File: src/hw/rtl/text_line_wrap_align_defines.svh
// ----------------------------------------------------------------------------
// text line wrap and align - assertion macros
// concurrent checks on clk, disabled while rst is high
// ----------------------------------------------------------------------------
`ifndef TEXT_LINE_WRAP_ALIGN_DEFINES_SVH
`define TEXT_LINE_WRAP_ALIGN_DEFINES_SVH

`ifndef ASSERT_OFF
`define TLWA_ASSERT(label, expr, msg) \
  label: assert property (@(posedge clk) disable iff (rst) (expr)) else $error(msg);
`define TLWA_ASSERT_IMPL(label, ante, cons, msg) \
  label: assert property (@(posedge clk) disable iff (rst) (ante) |-> (cons)) else $error(msg);
`define TLWA_ASSERT_NEXT(label, ante, cons, msg) \
  label: assert property (@(posedge clk) disable iff (rst) (ante) |=> (cons)) else $error(msg);
`else
`define TLWA_ASSERT(label, expr, msg)
`define TLWA_ASSERT_IMPL(label, ante, cons, msg)
`define TLWA_ASSERT_NEXT(label, ante, cons, msg)
`endif

`endif

File: src/hw/rtl/tlwa_pkg.sv
// ----------------------------------------------------------------------------
// text line wrap and align - package
// request and result payload types, register indexes, align modes and character codes
// ----------------------------------------------------------------------------
package tlwa_pkg;

  typedef struct packed {
    logic [7:0] char_code;
    logic       text_end;
  } tlwa_in_t;

  typedef struct packed {
    logic [7:0]         glyph_index;
    logic signed [15:0] x_offset;
    logic signed [15:0] y_offset;
    logic               line_last;
    logic               chars_dropped;
  } tlwa_out_t;

  localparam int unsigned CFG_INDEX_W = 4;
  localparam int unsigned CFG_DATA_W  = 12;

  localparam logic [CFG_INDEX_W-1:0] REG_BOX_WIDTH    = 4'd0;
  localparam logic [CFG_INDEX_W-1:0] REG_GLYPH_WIDTH  = 4'd1;
  localparam logic [CFG_INDEX_W-1:0] REG_CHAR_SPACING = 4'd2;
  localparam logic [CFG_INDEX_W-1:0] REG_LINE_ADVANCE = 4'd3;
  localparam logic [CFG_INDEX_W-1:0] REG_FIRST_CODE   = 4'd4;
  localparam logic [CFG_INDEX_W-1:0] REG_CODE_COUNT   = 4'd5;
  localparam logic [CFG_INDEX_W-1:0] REG_WRAP_ENABLE  = 4'd6;
  localparam logic [CFG_INDEX_W-1:0] REG_ALIGN_MODE   = 4'd7;

  localparam logic [1:0] ALIGN_LEFT   = 2'd0;
  localparam logic [1:0] ALIGN_CENTER = 2'd1;
  localparam logic [1:0] ALIGN_RIGHT  = 2'd2;

  localparam logic [7:0] CHAR_NL = 8'h0A;
  localparam logic [7:0] CHAR_CR = 8'h0D;

endpackage

File: src/hw/rtl/tlwa_chan_if.sv
// ----------------------------------------------------------------------------
// text line wrap and align - request channel
// valid/ready channel carrying one payload of a given type
// ----------------------------------------------------------------------------
interface tlwa_chan_if #(
  parameter type payload_t = logic
) ();
  logic     valid;
  logic     ready;
  payload_t data;

  modport source (output valid, output data, input ready);
  modport sink (input valid, input data, output ready);
endinterface

File: src/hw/rtl/text_line_wrap_align.sv
// ----------------------------------------------------------------------------
// text line wrap and align - top level
// buffers glyphs of one line, breaks lines and emits aligned glyph offsets
// ----------------------------------------------------------------------------
// a byte passes the decide state and, unless it is a newline, the place
// state before ready is raised again; each line end walks the line start
// state, a read and a load state per buffered glyph and the line done state,
// paced by the registered line buffer read and the shared adder; results
// are registered at each load, and output stalls hold the load state
// reset (synchronous) restores the register defaults and empties the line;
// the line buffer itself is not cleared
// ----------------------------------------------------------------------------
`include "text_line_wrap_align_defines.svh"

module text_line_wrap_align
  import tlwa_pkg::*;
#(
  parameter int unsigned LINE_CHARS = 32
) (
  input  logic                   clk,
  input  logic                   rst,
  input  logic                   cfg_we,
  input  logic [CFG_INDEX_W-1:0] cfg_index,
  input  logic [CFG_DATA_W-1:0]  cfg_data,
  tlwa_chan_if.sink              text_in,
  tlwa_chan_if.source            glyph_out
);

  localparam int unsigned CW = $clog2(LINE_CHARS + 1);
  localparam int unsigned IW = $clog2(LINE_CHARS);

  typedef enum logic [6:0] {
    S_IDLE   = 7'b0000001,
    S_DECIDE = 7'b0000010,
    S_PLACE  = 7'b0000100,
    S_LSTART = 7'b0001000,
    S_LREAD  = 7'b0010000,
    S_LLOAD  = 7'b0100000,
    S_LDONE  = 7'b1000000
  } state_t;

  state_t state;

  logic [11:0] box_width;
  logic [7:0]  glyph_width;
  logic [7:0]  char_spacing;
  logic [8:0]  line_advance;
  logic [7:0]  first_code;
  logic [7:0]  code_count;
  logic        wrap_enable;
  logic [1:0]  align_mode;

  logic [7:0]  cur_code;
  logic        cur_fin;
  logic        place_pend;
  logic        fin_pend;

  logic [7:0]  line_glyphs [LINE_CHARS];
  logic [7:0]  rd_data;
  logic [CW-1:0] glyph_count;
  logic [CW-1:0] k;
  logic [15:0] raw_line_width;
  logic [15:0] line_top;
  logic        overflow_seen;
  logic [15:0] x_acc;

  tlwa_out_t   out_data;
  logic        out_valid;

  logic [7:0]  code_last;
  logic        is_nl;
  logic        visible;
  logic        wrap_hit;
  logic        room;
  logic [8:0]  pitch;
  logic [15:0] add_a;
  logic [15:0] add_b;
  logic [15:0] add_sum;
  logic signed [17:0] line_w;
  logic signed [17:0] diff;
  logic signed [17:0] half;
  logic signed [17:0] off;
  logic [CW-1:0] k_inc;
  logic        load;
  logic        in_fire;

  assign text_in.ready   = (state == S_IDLE);
  assign in_fire         = text_in.valid && text_in.ready;
  assign glyph_out.valid = out_valid;
  assign glyph_out.data  = out_data;

  // decode of the held byte
  assign code_last = first_code + code_count;
  assign is_nl     = (cur_code == CHAR_NL);
  assign visible   = (cur_code != CHAR_CR) && (cur_code >= first_code) &&
                     (cur_code < code_last);
  assign wrap_hit  = wrap_enable && (glyph_count != '0) &&
                     (({1'b0, raw_line_width} + {9'd0, glyph_width}) >
                      {5'd0, box_width});
  assign room      = (glyph_count < CW'(LINE_CHARS));
  assign pitch     = {1'b0, glyph_width} + {1'b0, char_spacing};

  // shared adder
  always_comb begin
    add_a = x_acc;
    add_b = {7'd0, pitch};
    unique case (state)
      S_PLACE: add_a = raw_line_width;
      S_LDONE: begin
        add_a = line_top;
        add_b = {7'd0, line_advance};
      end
      default: add_a = x_acc;
    endcase
  end
  assign add_sum = add_a + add_b;

  // line offset
  always_comb begin
    line_w = '0;
    if (glyph_count != '0) begin
      line_w = $signed({2'b00, raw_line_width}) - $signed({10'd0, char_spacing});
    end
    diff = $signed({6'd0, box_width}) - line_w;
    half = (diff + $signed({17'd0, diff[17]})) >>> 1;
    case (align_mode)
      ALIGN_CENTER: off = half;
      ALIGN_RIGHT:  off = diff;
      default:      off = '0;
    endcase
  end

  assign k_inc = k + CW'(1);
  assign load  = (state == S_LLOAD) && (!out_valid || glyph_out.ready);

  // configuration
  always_ff @(posedge clk) begin
    if (rst) begin
      box_width    <= 12'd128;
      glyph_width  <= 8'd5;
      char_spacing <= 8'd1;
      line_advance <= 9'd8;
      first_code   <= 8'd32;
      code_count   <= 8'd95;
      wrap_enable  <= 1'b1;
      align_mode   <= ALIGN_LEFT;
    end else if (cfg_we) begin
      case (cfg_index)
        REG_BOX_WIDTH:    box_width    <= cfg_data[11:0];
        REG_GLYPH_WIDTH:  glyph_width  <= cfg_data[7:0];
        REG_CHAR_SPACING: char_spacing <= cfg_data[7:0];
        REG_LINE_ADVANCE: line_advance <= cfg_data[8:0];
        REG_FIRST_CODE:   first_code   <= cfg_data[7:0];
        REG_CODE_COUNT:   code_count   <= cfg_data[7:0];
        REG_WRAP_ENABLE:  wrap_enable  <= cfg_data[0];
        REG_ALIGN_MODE:   align_mode   <= cfg_data[1:0];
        default: ;
      endcase
    end
  end

  // line buffer
  always_ff @(posedge clk) begin
    if ((state == S_PLACE) && place_pend && room) begin
      line_glyphs[glyph_count[IW-1:0]] <= cur_code - first_code;
    end
    rd_data <= line_glyphs[k[IW-1:0]];
  end

  // sequencer
  always_ff @(posedge clk) begin
    if (rst) begin
      state          <= S_IDLE;
      place_pend     <= 1'b0;
      fin_pend       <= 1'b0;
      glyph_count    <= '0;
      k              <= '0;
      raw_line_width <= '0;
      line_top       <= '0;
      overflow_seen  <= 1'b0;
    end else begin
      unique case (state)
        S_IDLE: begin
          if (in_fire) begin
            cur_code <= text_in.data.char_code;
            cur_fin  <= text_in.data.text_end;
            state    <= S_DECIDE;
          end
        end
        S_DECIDE: begin
          place_pend <= !is_nl && visible;
          fin_pend   <= !is_nl && cur_fin;
          if (is_nl || (visible && wrap_hit)) begin
            state <= S_LSTART;
          end else begin
            state <= S_PLACE;
          end
        end
        S_PLACE: begin
          if (place_pend) begin
            if (room) begin
              glyph_count    <= glyph_count + CW'(1);
              raw_line_width <= add_sum;
            end else begin
              overflow_seen <= 1'b1;
            end
          end
          place_pend <= 1'b0;
          if (fin_pend) begin
            fin_pend <= 1'b0;
            state    <= S_LSTART;
          end else begin
            state <= S_IDLE;
          end
        end
        S_LSTART: begin
          x_acc <= off[15:0];
          k     <= '0;
          if (glyph_count == '0) begin
            state <= S_LDONE;
          end else begin
            state <= S_LREAD;
          end
        end
        S_LREAD: begin
          state <= S_LLOAD;
        end
        S_LLOAD: begin
          if (load) begin
            x_acc <= add_sum;
            k     <= k_inc;
            if (k_inc == glyph_count) begin
              state <= S_LDONE;
            end else begin
              state <= S_LREAD;
            end
          end
        end
        S_LDONE: begin
          line_top       <= add_sum;
          glyph_count    <= '0;
          raw_line_width <= '0;
          overflow_seen  <= 1'b0;
          if (place_pend) begin
            state <= S_PLACE;
          end else if (fin_pend) begin
            fin_pend <= 1'b0;
            state    <= S_LSTART;
          end else begin
            state <= S_IDLE;
          end
        end
        default: state <= S_IDLE;
      endcase
    end
  end

  // result register
  always_ff @(posedge clk) begin
    if (rst) begin
      out_valid <= 1'b0;
    end else if (load) begin
      out_valid <= 1'b1;
    end else if (glyph_out.ready) begin
      out_valid <= 1'b0;
    end
    if (load) begin
      out_data.glyph_index   <= rd_data;
      out_data.x_offset      <= $signed(x_acc);
      out_data.y_offset      <= $signed(line_top);
      out_data.line_last     <= (k_inc == glyph_count) && !(place_pend && fin_pend);
      out_data.chars_dropped <= overflow_seen;
    end
  end

  `TLWA_ASSERT(a_count_bound, glyph_count <= CW'(LINE_CHARS), "glyph count past buffer depth")
  `TLWA_ASSERT_NEXT(a_accept_decide, in_fire, state == S_DECIDE, "accepted byte not decoded")
  `TLWA_ASSERT_IMPL(a_read_in_line, state == S_LREAD, k < glyph_count, "read beyond line end")
  `TLWA_ASSERT_IMPL(a_idle_clean, state == S_IDLE, !place_pend && !fin_pend, "pending work at idle")

endmodule

File: src/flat_wrapper.sv
// flat-port wrapper written by rule: the top's interface ports become plain ports
module text_line_wrap_align_flat import tlwa_pkg::*;
#(
  parameter int unsigned LINE_CHARS = 32
)
  (clk, rst, cfg_we, cfg_index, cfg_data, text_in_valid, text_in_data, text_in_ready, glyph_out_valid, glyph_out_data, glyph_out_ready);
  tlwa_chan_if #(.payload_t(tlwa_in_t)) text_in_i ();
  tlwa_chan_if #(.payload_t(tlwa_out_t)) glyph_out_i ();
  input  logic clk;
  input  logic rst;
  input  logic cfg_we;
  input  logic [CFG_INDEX_W-1:0] cfg_index;
  input  logic [CFG_DATA_W-1:0] cfg_data;
  input wire logic [$bits(text_in_i.valid)-1:0] text_in_valid;
  input wire logic [$bits(text_in_i.data)-1:0] text_in_data;
  output wire logic [$bits(text_in_i.ready)-1:0] text_in_ready;
  output wire logic [$bits(glyph_out_i.valid)-1:0] glyph_out_valid;
  output wire logic [$bits(glyph_out_i.data)-1:0] glyph_out_data;
  input wire logic [$bits(glyph_out_i.ready)-1:0] glyph_out_ready;
  assign text_in_i.valid = text_in_valid;
  assign text_in_i.data = text_in_data;
  assign text_in_ready = text_in_i.ready;
  assign glyph_out_valid = glyph_out_i.valid;
  assign glyph_out_data = glyph_out_i.data;
  assign glyph_out_i.ready = glyph_out_ready;
  text_line_wrap_align #(.LINE_CHARS(LINE_CHARS)) u_core (.clk(clk), .rst(rst), .cfg_we(cfg_we), .cfg_index(cfg_index), .cfg_data(cfg_data), .text_in(text_in_i), .glyph_out(glyph_out_i));
endmodule
File: config.mk
export PLATFORM = sky130hd
export DESIGN_NAME = text_line_wrap_align_flat
export DESIGN_NICKNAME = d
export VERILOG_FILES = /design/src/hw/rtl/tlwa_pkg.sv /design/src/hw/rtl/tlwa_chan_if.sv /design/src/hw/rtl/text_line_wrap_align.sv /design/src/flat_wrapper.sv
export VERILOG_INCLUDE_DIRS = /design/src /design/src/hw/rtl
export SDC_FILE = /design/constraint.sdc
export NUM_CORES = 1
export LEC_CHECK = 0
export CAP_MARGIN = 25
export CORE_MARGIN = 8
export CORE_UTILIZATION = 55
export CTS_CLUSTER_DIAMETER = 120
export DETAILED_ROUTE_END_ITERATION = 10
export DONT_BUFFER_PORTS = 1
export PLACE_DENSITY = 0.7
export SLEW_MARGIN = 20
export SYNTH_ARGS = -nofsm -noshare
export SYNTH_HDL_FRONTEND = slang
export SYNTH_SLANG_ARGS = --single-unit
File: constraint.sdc
create_clock -name clk -period 6.6 [get_ports clk]
set_clock_uncertainty 0.1 [all_clocks]
set_input_delay 0.33 -clock clk [delete_from_list [all_inputs] [get_ports clk]]
set_output_delay 0.33 -clock clk [all_outputs]
set_load 0.05 [all_outputs]
==> key figures, run 1 <==
Synth
  • Syn Nets: approximately 1800
  • Synth Area in Simple Gates: 11.4%
  • XOR/XNOR share of the synthesized area: between 3 and 4%
  • Syn avg cell area: 12.6 um2
  • Asr flop ratio synth: 0%
  • Largest family of logic cells by synthesized area: simple AND/OR/NAND/NOR gates
  • Compound-Gate Fraction of Synth Area: under 10%
  • Post-Synthesis Cells: ~1700
  • Synth cell types: 79
  • Cell Area, Synth: ~21000 um2
  • Top_reg_cell synth: edfxtp_1
  • Synth area leaders: edfxtp_1 46%, dfxtp_1 11%, mux4_2 8.5%
  • Mux cell area share after synthesis: between 10% and 20%
  • Synth warn: 0
  • Seq/Total Area, Yosys: 56.9%
  • Synth Area in Adders: slightly below 6%
  • #FFs+latches synth: 442
  • Post-synth top area cell: edfxtp_1
  • Number of flops mapped to enable cells by yosys: 323
  • Yosys top cell area share: between 40% and 50%

Place
  • Post-DP HPWL: between 30000 and 40000 um
  • Routability cong.: 0.943
  • Buffers added on ports: 0
  • Placed insts: roughly 2100

Die
  • Starting density of the core: a little under three fifths
  • Area of the core: ~38000 um2
  • Total Die Area: around 45000 um2
  • Row count: slightly above 70
  • Ports: 74
  • Chip width: between 200 and 250 um
  • Chip height: approximately 210 um

Detailed routing
  • Routed wire length: 52600 um
  • Via/cell ratio: roughly 6.2
  • DRC: 0
  • Initial DRT Pass Iterations: 5
  • Per-cell routed wire length: about 23 um
  • DR iter-0 viols: approximately 1600
  • Vias: around 14000
  • Final ANT Viol Nets: 0

Cells and area
  • Most common cell after layout, fill and taps aside: edfxtp_1
  • Commonest non-fill, non-tap cells in the layout: 323 x edfxtp_1, 144 x nor2_1, 141 x nand2_1
  • Share of cells above drive strength 1: 12.8%
  • Fill count: approximately 3000
  • NumNets Final: roughly 1800
  • Final std cells w/o fill: about 2300
  • Layout area overhead: 11.3%

Setup path
  • Crit-path leading delay family: compound AO/OA/AOI/OAI gates
  • Critical path fanouts, max: 7
  • Reg2Reg Setup Slack: ~1.3 ns
  • CP Class: register to register
  • Startpoint types: register
  • Worst Setup End Kind: register
  • Worst Path Arrival: 5.47 ns
  • Most used cell along the critical path: ha_1
  • Worst Path Buf+Inv: 0
  • Max stage delay on crit path: 0.46 ns
  • Slowest CP cell: dfxtp_1
  • Worst EP required: 6.81 ns
  • Worst-path cell chain: ha_1, and2_1, a221oi_1, a21oi_1, or2_2, xor2_1, nand2_1, ha_1, and3_1, nand3_1, a211oi_1, nor2_1, o41ai_4, a21boi_0, ha_1, and2_1, nand3_1, xnor2_1, a22oi_1, o22ai_1

Global route
  • Total gr overflow: 0
  • Total track usage: 23.3%
  • Antenna violations before repair: 2
  • Vias in the first global route: 13400
  • First-pass GRT wire length: 80300 um
  • Largest net degree at the start of global routing: 117

Pwr
  • P per Cell Area: 245 nW/um2
  • Worst vdd ir: a little under 200 uV
  • LEAKAGE: 8.12 nW

CTS
  • CTS tree: done
  • Clk sinks: ~440
  • H-Tree Depth: 2
  • CTS buffer count: 45
  • Deepest clock path buffer count: 3
  • CTS root buffer: clkbuf_16
  • CTS clk-pin slew, worst paths: approximately 0.060 ns
  • Clock Latency Late Sink: about 0.58 ns

Min path
  • Hold WC Path Type: input port to register

Outcome
  • Status: completed

Timing
  • RSZ-0062 raised after global routing: no
  • Slew at the pin with the worst max-slew slack: about 1.0 ns
  • Tcrit/Tclk final: 79.8%
  • Final setup fails: 0
  • Max Slew Vio Count: 0
  • Final hold violation count: 0
  • Max Fclk: approximately 0.19 GHz
  • Relative slew slack: roughly 30%
  • Post-route setup TNS: 0 ns
  • Min Tclk post-route: 5.27 ns

Run
  • MaxCap Viol Count: 0
synth_stat cells (10+ instances only):
library cell / n
nand2_1: 141
nor4_1: 14
dfxtp_1: 119
a21oi_1: 97
xnor2_1: 44
ha_1: 87
nand3_1: 42
nand2b_1: 17
edfxtp_1: 323
nand3b_1: 14
xor2_1: 35
o21a_1: 17
inv_1: 65
mux4_2: 80
a21o_1: 20
clkbuf_1: 70
or3_1: 10
a22oi_1: 14
a211o_1: 16
mux2i_1: 30
nor2_1: 145
o21ai_0: 51
nor2b_1: 25
nor3_1: 29
sequential cells by signal, summed over array words and instances (netlist names):
signal and count:
u_core.line_glyphs 256, u_core.cur_code 8, u_core.raw_line_width 16, u_core.x_acc 16, u_core.glyph_count 6, u_core.cur_fin 1
u_core.first_code 8, u_core.code_count 8, u_core.fin_pend 1, u_core.place_pend 1, u_core.k 6, u_core.glyph_out.valid 1
u_core.glyph_width 8, u_core.glyph_out.data 42, u_core.wrap_enable 1, u_core.char_spacing 8, u_core.line_advance 9, u_core.rd_data 8
u_core.state 7, u_core.box_width 12, u_core.line_top 16, u_core.align_mode 2, u_core.overflow_seen 1
power breakdown:
part / switching, mW / total, mW / internal [mW]
logic: 0.160 / 0.241 / 0.0811
registers: 0.0110 / 3.02 / 3.00
clock network: 1.08 / 2.53 / 1.45
path summary, 6_finish.rpt:
check                                              start                        end  depth (start not counted)
worst min register to register         u_core.rd_data[7]  u_core.glyph_out.data[41]                          0
worst max-delay path            u_core.raw_line_width[4]           u_core.x_acc[11]                         20
worst max register to register  u_core.raw_line_width[4]           u_core.x_acc[11]                         20
worst min-delay path                       text_in_valid            u_core.state[4]                          2
what timing repair did:
item	4_1_cts	5_1_grt
hold buffers	27	0
gates resized for setup	0	0
hold endpoints to repair	120	0
setup buffers	0	0
through the flow:
step	area (um2)	total power [mW]	setup WS, ns	util (%)	hold WS (ns)
after detailed placement	21800	3.28	1.43	56.7	0.290
after CTS	23500	5.82	1.39	61.3	0.0101
after global routing	23600	5.95	0.928	61.5	0.0329
after floorplan	21200	3.22	1.91	-	0.286
final	23600	5.79	1.33	61.5	0.0479
after global placement	21700	3.27	1.51	56.6	0.287
layout make-up:
cell class	instances	area [um2]	share of cell area [%]
clock buffer	63	1330	5.62
inverter	65	244	1.03
antenna	1	2.50	0.0106
timing repair buffer	53	528	2.24
sequential	442	12100	51.2
multi-input combinational	1097	8610	36.5
clock inverter	20	158	0.668
tap	518	648	2.75
cells by family (layout without fill, tap and decap cells):
group	count (synthesis)	in the layout
AOI/OAI and AO/OA	309	309
xor gates and xnor gates	79	79
and+or+nand+nor	497	497
muxes	118	118
DFF	442	442
other	0	1
buffers and inverters	146	201
adders and majority gates	94	94
layer usage:
metal	global-route usage (%)	wire length, um
met4	6.66	1220
met5	0	0
met3	5.17	4520
met1	34.4	23600
met2	34.4	23200
(Power assumes the default switching activity.)
==> run 2, diff against run 1 <==
==> constraint.sdc (replaced) <==
create_clock -name clk -period 4.85 [get_ports clk]
set_clock_uncertainty 0.1 [all_clocks]
set_input_delay 0.2425 -clock clk [delete_from_list [all_inputs] [get_ports clk]]
set_output_delay 0.2425 -clock clk [all_outputs]
set_load 0.05 [all_outputs]
==> run 2 against run 1 <==
First-iteration DRC count fell by 18%. Highest routed layer is now met5. Critical path depth fell by 2. Via count rose by 2.3%. Maximum frequency rose by 11%. Largest power group unchanged. Non-clock buffer count rose by 79.
==> key figures, run 2 (synthesis gave the netlist of run 1 again) <==
Pwr
  • Sw Pwr: 1.73 mW
  • Sw Share: between 20% and 30%
  • Clk pwr share: around 45%
  • Combinational share of power: ~4.6%
  • Sequential share of power: 50.8%
  • P per Cell Area: about 330 nW/um2
  • Power Internal: about 6.4 mW
  • Worst vdd ir: around 230 uV
  • LEAKAGE: 8.57 nW

Place
  • Post-DP HPWL: around 38000 um
  • Routability cong.: 0.922
  • Placed insts: roughly 2200
  • Pre-CTS setup slack: 0.0332 ns
  • Buffers added on ports: 0

CTS
  • Clock Latency Late Sink: between 0.5 and 0.6 ns
  • CTS root buffer: clkbuf_16
  • CTS tree: done
  • Clk sinks: 442
  • H-Tree Depth: 2
  • CTS buffer count: 46
  • CTS clk-pin slew, worst paths: roughly 0.060 ns
  • Deepest clock path buffer count: 3

Cells and area
  • Largest register FFs: between 200 and 300
  • Storage cell area: 12100 um2
  • Share of cells above drive strength 1: approximately 17%
  • Fill count: ~2900
  • Area used by multi-input combinational logic: 8840 um2
  • Layout area overhead: 15.7%
  • Commonest non-fill, non-tap cells in the layout: 323 x edfxtp_1, 141 x nand2_1, 141 x nor2_1
  • Final std cells w/o fill: around 2300
  • Most common cell after layout, fill and taps aside: edfxtp_1
  • NumNets Final: around 1900

Die
  • Row count: 72
  • Total Die Area: between 40000 and 50000 um2
  • Area of the core: ~38000 um2
  • Ports: 74
  • Chip width: ~210 um
  • Chip height: around 210 um
  • Starting density of the core: 55.3%

Timing
  • Max Slew Vio Count: 0
  • Final hold violation count: 0
  • Slew at the pin with the worst max-slew slack: approximately 1 ns
  • Post-route setup TNS: 0 ns
  • Min Tclk post-route: between 4 and 5 ns
  • Relative slew slack: 32.3%
  • Final critical-path setup slack: 0.118 ns
  • Max Fclk: between 0.2 and 0.25 GHz
  • Hold WS: approximately 0.045 ns
  • RSZ-0062 raised after global routing: yes
  • Tcrit/Tclk final: between 90% and 100%
  • Final setup fails: 0

Detailed routing
  • DR iter-0 viols: roughly 1300
  • Per-cell routed wire length: between 20 and 25 um
  • Final ANT Viol Nets: 0
  • Initial DRT Pass Iterations: 5
  • DRC: 0
  • Routed wire length: between 50000 and 60000 um
  • Vias: roughly 14000
  • Via/cell ratio: approximately 6.1

Min path
  • Hold WC Path Type: input port to register

Global route
  • Largest net degree at the start of global routing: roughly 120
  • Total track usage: about a quarter
  • Total gr overflow: 0
  • Vias in the first global route: 13700
  • First-pass GRT wire length: between 80000 and 90000 um
  • Antenna violations before repair: 3

Outcome
  • Status: completed

Setup path
  • Startpoint types: register
  • Critical path fanouts, max: 8
  • Worst EP required: 5.16 ns
  • Worst Setup End Kind: register
  • Worst Path Arrival: about 5 ns
  • CP Class: register to register

Run
  • MaxCap Viol Count: 0
==> run 2: changes by cell type in the layout (fill, tap and decap cells not counted), sizes merged <==
| cell | previous run | this run |
|---|---|---|
| clkbuf | 63 | 60 |
| buf | 27 | 94 |
| clkinv | 17 | 18 |
| bufinv | 1 | 6 |
| clkinvlp | 0 | 1 |
| dlygate4sd3 | 26 | 36 |
==> run 2: area by class of cell <==
cell class | instances | area share (%)
multi-input combinational | 1097 | 36.0
tap | 518 | 2.64
inverter | 65 | 0.994
clock inverter | 27 | 1.34
antenna | 1 | 0.0102
timing repair buffer | 132 | 4.82
clock buffer | 58 | 5.00
sequential | 442 | 49.2
==> run 2: through the flow <==
| stage | power, mW | utilization (%) | area (um2) |
|---|---|---|---|
| finish | 8.09 | 64.0 | 24600 |
| global route | 8.32 | 64.0 | 24600 |
| CTS | 8.11 | 63.1 | 24200 |
| detailed placement | 4.49 | 58.0 | 22200 |
| global placement | 4.47 | 57.9 | 22200 |
| floorplan | 4.38 | - | 21200 |
==> run 2: power by group through the flow <==
stage | combinational (mW) | sequential [mW] | clock (mW)
2_1_floorplan | 0.203 | 4.18 | 0
3_3_place_gp | 0.288 | 4.18 | 0
3_5_place_dp | 0.302 | 4.18 | 0
4_1_cts | 0.351 | 4.10 | 3.66
5_1_grt | 0.399 | 4.10 | 3.82
6_report | 0.369 | 4.10 | 3.61
==> run 2: critical path, stage by stage (launching register included) <==
cell and delay (ns):
dfxtp_1 0.33, or4_1 0.56, buf_4 0.20, nor4b_4 0.42
buf_12 0.19, clkbuf_4 0.21, buf_4 0.16, nand2_1 0.06
o21ai_0 0.20, ha_1 0.36, buf_4 0.15, a211oi_1 0.32
o21ai_1 0.18, a41o_1 0.29, nor2b_1 0.17, nand4_1 0.13
xor2_1 0.30, a22oi_1 0.11, o21ai_0 0.10
==> run 2: what timing repair did <==
item | in CTS | in global routing
hold buffers | 37 | 0
cloned | 0 | 1
pin swaps | 0 | 14
buffers inserted | 0 | 8
hold endpoints to repair | 122 | 0
gates resized for setup | 2 | 42
setup endpoints to repair | 2 | 19
==> run 2: layer usage <==
metal,wire length [um],track usage [%]
met5,27,0
met4,1350,6.71
met3,5110,5.50
met1,25000,36.1
met2,23800,35.2
==> run 2: worst paths after layout <==
| path | from | endpoint | slack, ns | depth (start not counted) |
|---|---|---|---|---|
| worst min-delay path | cfg_we | u_core.align_mode[1] | 0.04 | 4 |
| worst max register to register | u_core.state[0] | u_core.x_acc[15] | 0.12 | 18 |
| worst min register to register | u_core.rd_data[4] | u_core.glyph_out.data[38] | 0.31 | 0 |
| worst max-delay path | u_core.state[0] | u_core.x_acc[15] | 0.12 | 18 |
